`src/hw/rtl/kstack_pkg.sv`:
```
`default_nettype none

package kstack_pkg;

    localparam int KEY_W      = 88;
    localparam int HIGH_W     = 24;
    localparam int LOW_W      = 64;
    localparam int MAX_RESULTS = 10;

    // command codes
    localparam logic [2:0] CMD_PUSH   = 3'd0;
    localparam logic [2:0] CMD_POP    = 3'd1;
    localparam logic [2:0] CMD_PEEK   = 3'd2;
    localparam logic [2:0] CMD_LIST   = 3'd3;
    localparam logic [2:0] CMD_SEARCH = 3'd4;

    // status codes
    localparam logic [2:0] STS_OK        = 3'd0;
    localparam logic [2:0] STS_OVERFLOW  = 3'd1;
    localparam logic [2:0] STS_UNDERFLOW = 3'd2;
    localparam logic [2:0] STS_NOTFOUND  = 3'd3;
    localparam logic [2:0] STS_FOUND     = 3'd4;

    typedef enum logic [1:0] {
        S_IDLE,
        S_EXEC,
        S_DATA
    } kstack_state_t;

    typedef struct packed {
        logic [2:0]        cmd;
        logic [HIGH_W-1:0] key_high;
        logic [LOW_W-1:0]  key_low;
    } req_t;

    typedef struct packed {
        logic [2:0]        status;
        logic [HIGH_W-1:0] out_high;
        logic [LOW_W-1:0]  out_low;
        logic              last;
    } rsp_t;

    // controller -> datapath
    typedef struct packed {
        logic       load;
        logic       rd_en;
        logic       rd_top;
        logic       idx_clr;
        logic       idx_inc;
        logic       push_wr;
        logic       pop_dec;
        logic       emit;
        logic       emit_data;
        logic       emit_last;
        logic [2:0] emit_status;
    } dp_cmd_t;

    // datapath -> controller
    typedef struct packed {
        logic [2:0] cmd;
        logic       empty;
        logic       full;
        logic       rsp_free;
        logic       match;
        logic       list_last;
        logic       scan_last;
    } dp_stat_t;

    // bits of key_high that a key of kchars characters can use
    function automatic logic [HIGH_W-1:0] high_mask(input int kchars);
        logic [HIGH_W-1:0] m;
        m = '0;
        if (kchars >= 11)
        begin
            m = '1;
        end
        else if (kchars == 10)
        begin
            m = 24'h00FFFF;
        end
        else if (kchars == 9)
        begin
            m = 24'h0000FF;
        end
        return m;
    endfunction

endpackage

`default_nettype wire

```
`src/hw/rtl/kstack_ctrl.sv`:
```
`default_nettype none

module kstack_ctrl
    import kstack_pkg::*;
(
    input  wire logic     clk,
    input  wire logic     rst_n,
    input  wire logic     req_valid,
    output logic          req_stall,
    input  wire dp_stat_t stat,
    output dp_cmd_t       dcmd
);

    kstack_state_t state_reg, state_next;

    always_ff @(posedge clk or negedge rst_n)
    begin
        if (!rst_n)
        begin
            state_reg <= S_IDLE;
        end
        else
        begin
            state_reg <= state_next;
        end
    end

    always_comb
    begin
        state_next = state_reg;
        unique case (state_reg)
            S_IDLE:
            begin
                if (req_valid)
                begin
                    state_next = S_EXEC;
                end
            end
            S_EXEC:
            begin
                case (stat.cmd)
                    CMD_PUSH:
                    begin
                        if (stat.rsp_free)
                        begin
                            state_next = S_IDLE;
                        end
                    end
                    CMD_POP, CMD_PEEK, CMD_LIST, CMD_SEARCH:
                    begin
                        if (!stat.empty)
                        begin
                            state_next = S_DATA;
                        end
                        else if (stat.rsp_free)
                        begin
                            state_next = S_IDLE;
                        end
                    end
                    default:
                    begin
                        state_next = S_IDLE;
                    end
                endcase
            end
            S_DATA:
            begin
                case (stat.cmd)
                    CMD_POP, CMD_PEEK:
                    begin
                        if (stat.rsp_free)
                        begin
                            state_next = S_IDLE;
                        end
                    end
                    CMD_LIST:
                    begin
                        if (stat.rsp_free && stat.list_last)
                        begin
                            state_next = S_IDLE;
                        end
                    end
                    CMD_SEARCH:
                    begin
                        if ((stat.match || stat.scan_last) && stat.rsp_free)
                        begin
                            state_next = S_IDLE;
                        end
                    end
                    default:
                    begin
                        state_next = S_IDLE;
                    end
                endcase
            end
            default:
            begin
                state_next = S_IDLE;
            end
        endcase
    end

    always_comb
    begin
        req_stall = 1'b1;
        dcmd      = '0;
        dcmd.emit_status = STS_OK;
        unique case (state_reg)
            S_IDLE:
            begin
                req_stall = 1'b0;
                dcmd.load = req_valid;
            end
            S_EXEC:
            begin
                case (stat.cmd)
                    CMD_PUSH:
                    begin
                        dcmd.emit        = stat.rsp_free;
                        dcmd.emit_last   = 1'b1;
                        dcmd.push_wr     = stat.rsp_free && !stat.full;
                        dcmd.emit_status = stat.full ? STS_OVERFLOW : STS_OK;
                    end
                    CMD_POP, CMD_PEEK, CMD_LIST, CMD_SEARCH:
                    begin
                        if (stat.empty)
                        begin
                            dcmd.emit        = stat.rsp_free;
                            dcmd.emit_last   = 1'b1;
                            dcmd.emit_status = STS_UNDERFLOW;
                        end
                        else
                        begin
                            // first read: top entry or the oldest one
                            dcmd.rd_en   = 1'b1;
                            dcmd.rd_top  = (stat.cmd == CMD_POP) || (stat.cmd == CMD_PEEK);
                            dcmd.idx_clr = 1'b1;
                        end
                    end
                    default:
                    begin
                        dcmd.emit = 1'b0;
                    end
                endcase
            end
            S_DATA:
            begin
                case (stat.cmd)
                    CMD_POP, CMD_PEEK:
                    begin
                        dcmd.emit      = stat.rsp_free;
                        dcmd.emit_data = 1'b1;
                        dcmd.emit_last = 1'b1;
                        dcmd.pop_dec   = stat.rsp_free && (stat.cmd == CMD_POP);
                    end
                    CMD_LIST:
                    begin
                        dcmd.emit      = stat.rsp_free;
                        dcmd.emit_data = 1'b1;
                        dcmd.emit_last = stat.list_last;
                        dcmd.rd_en     = stat.rsp_free && !stat.list_last;
                        dcmd.idx_inc   = stat.rsp_free && !stat.list_last;
                    end
                    CMD_SEARCH:
                    begin
                        if (stat.match)
                        begin
                            dcmd.emit        = stat.rsp_free;
                            dcmd.emit_data   = 1'b1;
                            dcmd.emit_last   = 1'b1;
                            dcmd.emit_status = STS_FOUND;
                        end
                        else if (stat.scan_last)
                        begin
                            dcmd.emit        = stat.rsp_free;
                            dcmd.emit_last   = 1'b1;
                            dcmd.emit_status = STS_NOTFOUND;
                        end
                        else
                        begin
                            // one stored key compared per cycle
                            dcmd.rd_en   = 1'b1;
                            dcmd.idx_inc = 1'b1;
                        end
                    end
                    default:
                    begin
                        dcmd.emit = 1'b0;
                    end
                endcase
            end
            default:
            begin
                req_stall = 1'b1;
            end
        endcase
    end

endmodule

`default_nettype wire

```
`config.mk`:
```
export PLATFORM = sky130hd
export DESIGN_NAME = kstack_ctrl
export DESIGN_NICKNAME = d
export VERILOG_FILES = /design/src/hw/rtl/kstack_pkg.sv /design/src/hw/rtl/kstack_ctrl.sv
export SDC_FILE = /design/constraint.sdc
export NUM_CORES = 1
export LEC_CHECK = 0
export BUFFER_PORTS_ARGS = -buffer_cell sky130_fd_sc_hd__buf_2
export CAP_MARGIN = 25
export CORE_AREA = 2 2 39 41
export DETAILED_ROUTE_END_ITERATION = 16
export DIE_AREA = 0 0 41 43
export PLACE_DENSITY = 0.82
export SETUP_SLACK_MARGIN = 0.05
export SLEW_MARGIN = 0
export SYNTH_ARGS = -nofsm -noshare
export SYNTH_HDL_FRONTEND = slang
export SYNTH_SLANG_ARGS = --single-unit
export TNS_END_PERCENT = 30
```
`constraint.sdc`:
```
create_clock -name clk -period 2 [get_ports clk]
set_input_delay 0.2 -clock clk [delete_from_list [all_inputs] [get_ports clk]]
set_output_delay 0.2 -clock clk [all_outputs]
set_load 0.01 [all_outputs]
```
# Word level (Yosys, flattened, before mapping)
# Index checks and enable logic that the tools add are counted.
[word_totals]
reg_bits = 2
inputBits = 12
output_inout_bits = 14
elab_cells = 63
[op_classes]
eq_ne = 9
n_mux = 38
n_reduce_logical = 15
[ops]
columns = ["operator", "count"]
rows = [
  ["2-bit case mux with 3 select lines", 3],
  ["4-bit case mux with 2 select lines", 2],
  ["1-bit two-way mux", 15],
  ["2-bit two-way mux", 6],
  ["4-bit two-way mux", 3],
  ["1-bit case mux with 2 select lines", 5],
  ["3-bit two-way mux", 3],
  ["3-bit by 2-bit == test with 1-bit output (second input constant)", 2],
  ["3-bit != test (second input constant)", 2],
  ["1-bit logical AND", 5],
  ["2-bit case mux with 2 select lines", 1],
  ["4-bit OR reduction", 1],
  ["3-bit by 1-bit == test with 1-bit output (second input constant)", 1],
  ["3-bit == test (second input constant)", 1],
  ["3-bit logical NOT", 1],
  ["3-bit AND reduction", 1],
  ["3-bit OR reduction", 1],
  ["2-bit by 1-bit == test with 1-bit output (second input constant)", 1],
  ["2-bit == test (second input constant)", 1],
  ["1-bit logical NOT", 2],
  ["2-bit logical NOT", 1],
  ["1-bit logical OR", 2],
  ["2-bit != test (second input constant)", 1],
  ["2-bit OR reduction", 1],
]

# Depth between registers and ports, before layout
[logic_depth]
word_depth = 5
ltp_mapped = 8
depth_no_buf = 7

# Worst setup path before layout
# No wires, ideal clock.
[synth_timing]
path_kind = "reg-to-output"
from = "register state_reg[0]"
to = "output dcmd[11] (netlist bit)"
arrival_ns = 1.409
t_required_ns = 1.800
setup_slack_ns = 0.391
stages_incl_launch_ff = 7
n_path_buf = 0
path_cell_list = "dfrtp_1 -> inv_1 -> ha_1 -> and3b_1 -> nand2_1 -> o32ai_2 -> o21a_1"
[synth_rtl]
columns = ["item", "line", "text"]
rows = [
  ["from (decl)", "kstack_ctrl.sv:14", "kstack_state_t state_reg, state_next;"],
  ["from (signal assigned)", "kstack_ctrl.sv:24", "state_reg <= state_next;"],
  ["to (decl)", "kstack_ctrl.sv:11", "output dp_cmd_t dcmd"],
]

==> metrics <==
Top Family by Delay on Critical Path flip-flops; timing-limited maximum frequency 542 MHz; final clock period utilization by the worst path 0.922; NetSw 299 uW; Yosys top cell area share 0.0860; area of the core 0.00138 mm2; clock transition at the register clock pins on the worst setup and hold paths after CTS 0.03 ns; synthesized net count 88; status finished clean; Critical Path Stages 7; global route total overflow 0; I/O pin count 26; CP required 1.80 ns; gpl congestion 0.883; Avg WL per Cell 13.1 um; cell taking the most area after synthesis sky130_fd_sc_hd__dfrtp_1; FP Rows 14; minimum period implied by the final worst setup slack 1.84 ns; cell at the root of the clock tree sky130_fd_sc_hd__clkbuf_4; setup slack of the worst register-to-register path 0.40 ns; Cell variety after synth 35; proportion of power drawn by flip-flops and latches 0.135; Post-synth EDFFs 0; DRC violations left 0; Hold Crit Class input pin to asynchronous set/reset pin; synthesized area per cell 8.08 um2; CTS Buf Count 3; switching share of power 0.488; Crit Path Max Fanout 8; detailed placer's ending HPWL 1.17 mm; CP peak stage delay 0.42 ns; clock network fraction of total power 0.149; n_diodes 0; Worst Clk Skew 0.00331 ns; setup violation total in the final timing report 0; number of nets still failing antenna checks after routing 0; FF-to-FF End state_reg[0]; TritonRoute pass-1 iters 4; largest cells by area after synthesis sky130_fd_sc_hd__dfrtp_1 (8.6%), sky130_fd_sc_hd__ha_1 (8.6%), sky130_fd_sc_hd__o221ai_4 (4.5%), sky130_fd_sc_hd__o21ai_1 (4.3%), sky130_fd_sc_hd__a21boi_0 (3.9%); path type of the worst setup path flip-flop to primary output; highest-delay cell along the critical path sky130_fd_sc_hd__dfrtp_1; setup fix buffers added after clock tree synthesis 0; nets 115; number of pins with negative max-slew slack in the final report 0; Cell Int Power 313 uW; RSZ-0062 raised after global routing false; Setup crit start kind flip-flop; Placed Instance Area 671 um2; final WL 1.48 mm; combined buffer and inverter count along the critical path 2; total via count after detailed routing 626; synth-to-layout area growth 23.0%; Total GRT Usage 0.185; H-tree levels 1; cell area after layout 716 um2; worst slew slack as a fraction of its limit 0.790; max-cap violation count 0; clk sink count 2; CP Cell Sequence inv_1, ha_4, and3b_1, nand2_1, o32ai_2, o21a_1, buf_2; Skew-Pair Late Insertion Delay 0.23 ns; initial antenna violation count 0; endpoint arrival time on the critical path 1.64 ns; Power Dens Cells 855 mW/mm2; effective utilization at floorplan 0.420; Max Buffers Root-to-Sink 2; number of cells produced by synthesis 72; Iter 0 DRT Violations 12; maximum vdd ir drop 303 uV; Die Span X 41 um; total of flip-flops plus latches after synthesis 2; vias in the first global route 548; Chip Height 43 um; number of synthesis warnings 0; setup tns final 0 ns; wire length of the first global-routing pass 2.28 mm; RR Startpoint state_reg[1]; ratio of routed vias to standard cells 5.54; flip-flop count of the largest register after layout 2; share of flip-flops with an asynchronous set or reset after synthesis 1.00; combinational fraction of design power 0.715; fraction of final layout cells sized beyond drive strength 1 0.371; type of destination of the critical path primary output; number of cells on the worst reg-to-reg path 7; transition time of the tightest slew-check pin 0.315 ns; TritonCTS clock tree done; synthesized cell area 582 um2; leading post-synthesis cells by instance count sky130_fd_sc_hd__inv_1 (6), sky130_fd_sc_hd__nor2_1 (6), sky130_fd_sc_hd__nand2_1 (5), sky130_fd_sc_hd__o21ai_1 (5); quantity of I/O buffers inserted on ports 25; area enclosed by the die boundary 0.00176 mm2; Final Hold Violating Endpoints 0; maximum number of pins on one net before global-route repair 12; leakage power summed over all cells 0.000354 uW; sequential fraction of the synthesis area 0.0860; Top FF cell, synth sky130_fd_sc_hd__dfrtp_1
-- cells by family (layout without fill, tap and decap cells) --
group / after synthesis / count (layout) / share of synthesized area
mux: 2 / 2 / 0.0344
fa+ha+maj: 5 / 5 / 0.103
flops: 2 / 2 / 0.0860
buf+inv: 10 / 35 / 0.135
simple gates: 29 / 29 / 0.314
compound gates: 22 / 22 / 0.284
xor+xnor: 2 / 2 / 0.0430
-- power by group through the flow --
stage          clock network [uW]  registers [uW]  logic (uW)
3_5_place_dp                    0            80.3         424
2_1_floorplan                   0            74.6         364
5_1_grt                       100            86.1         485
4_1_cts                      95.0            79.8         429
3_3_place_gp                    0            77.6         411
6_report                     91.4            82.9         438
-- cell type report --
cell class / count / area [um2]
clock buffer: 3 / 22.5
sequential: 2 / 50.0
timing repair buffer: 26 / 135
multi-input combinational: 60 / 465
inverter: 6 / 22.5
tap: 16 / 20.0
fill: 135 / 668
-- worst register-to-register path, cell delays in order (launching register included) --
cell                      delay [ns]
sky130_fd_sc_hd__dfrtp_1        0.41
sky130_fd_sc_hd__inv_1          0.12
sky130_fd_sc_hd__ha_1           0.35
sky130_fd_sc_hd__nor2b_1        0.22
sky130_fd_sc_hd__a21oi_1        0.06
sky130_fd_sc_hd__o21ai_1        0.14
sky130_fd_sc_hd__a32oi_1        0.07
sky130_fd_sc_hd__o21ai_1        0.15
-- cell usage in the layout (no fill, tap or decap), types with 2 or more instances in the layout --
cell type	netlist	routed
sky130_fd_sc_hd__a21boi_0	3	3
sky130_fd_sc_hd__a21oi_1	4	4
sky130_fd_sc_hd__and2_1	2	2
sky130_fd_sc_hd__and3b_1	2	2
sky130_fd_sc_hd__buf_2	0	25
sky130_fd_sc_hd__clkbuf_4	0	3
sky130_fd_sc_hd__dfrtp_1	2	2
sky130_fd_sc_hd__ha_1	4	3
sky130_fd_sc_hd__inv_1	6	6
sky130_fd_sc_hd__mux2i_1	2	2
sky130_fd_sc_hd__nand2_1	5	5
sky130_fd_sc_hd__nand3_1	3	3
sky130_fd_sc_hd__nor2_1	6	6
sky130_fd_sc_hd__nor3_1	2	2
sky130_fd_sc_hd__o21a_1	2	2
sky130_fd_sc_hd__o21ai_0	3	3
sky130_fd_sc_hd__o21ai_1	5	5
-- metrics by stage --
stage               cells  hold WS [ns]  setup slack, ns  power [uW]  utilization
floorplan              72       -0.0956            0.391         438            -
global placement      109       -0.0134            0.339         489        0.485
detailed placement    109       -0.0134            0.268         504        0.485
CTS                   113         0.282            0.102         603        0.510
global route          113         0.297           0.0528         672        0.517
finish                113         0.285            0.157         612        0.517
-- how the worst max path moves through the flow --
stage,startpoint,end,slack (ns)
after floorplan,state_reg[0],dcmd[11],0.39
after global placement,state_reg[0],dcmd[11],0.34
after detailed placement,state_reg[0],dcmd[11],0.27
after CTS,state_reg[0],dcmd[11],0.10
after global routing,state_reg[0],dcmd[11],0.05
final,state_reg[0],dcmd[11],0.16
-- routing by layer --
metal | up-vias | share of wire | global-route usage
li1 | 309 | - | -
met1 | 294 | 0.44 | 0.259
met2 | 21 | 0.51 | 0.278
met3 | 2 | 0.043 | 0.0157
met4 | 0 | 0.0095 | 0.0800
met5 | - | 0 | 0
-- timing repair --
item | CTS | global route
endpoints found under the setup margin | 3 | 3
gates resized for setup | 1 | 1
endpoints found under the hold margin | 2 | 0
hold buffers | 1 | 0
Power figures use the tool's default switching activity.
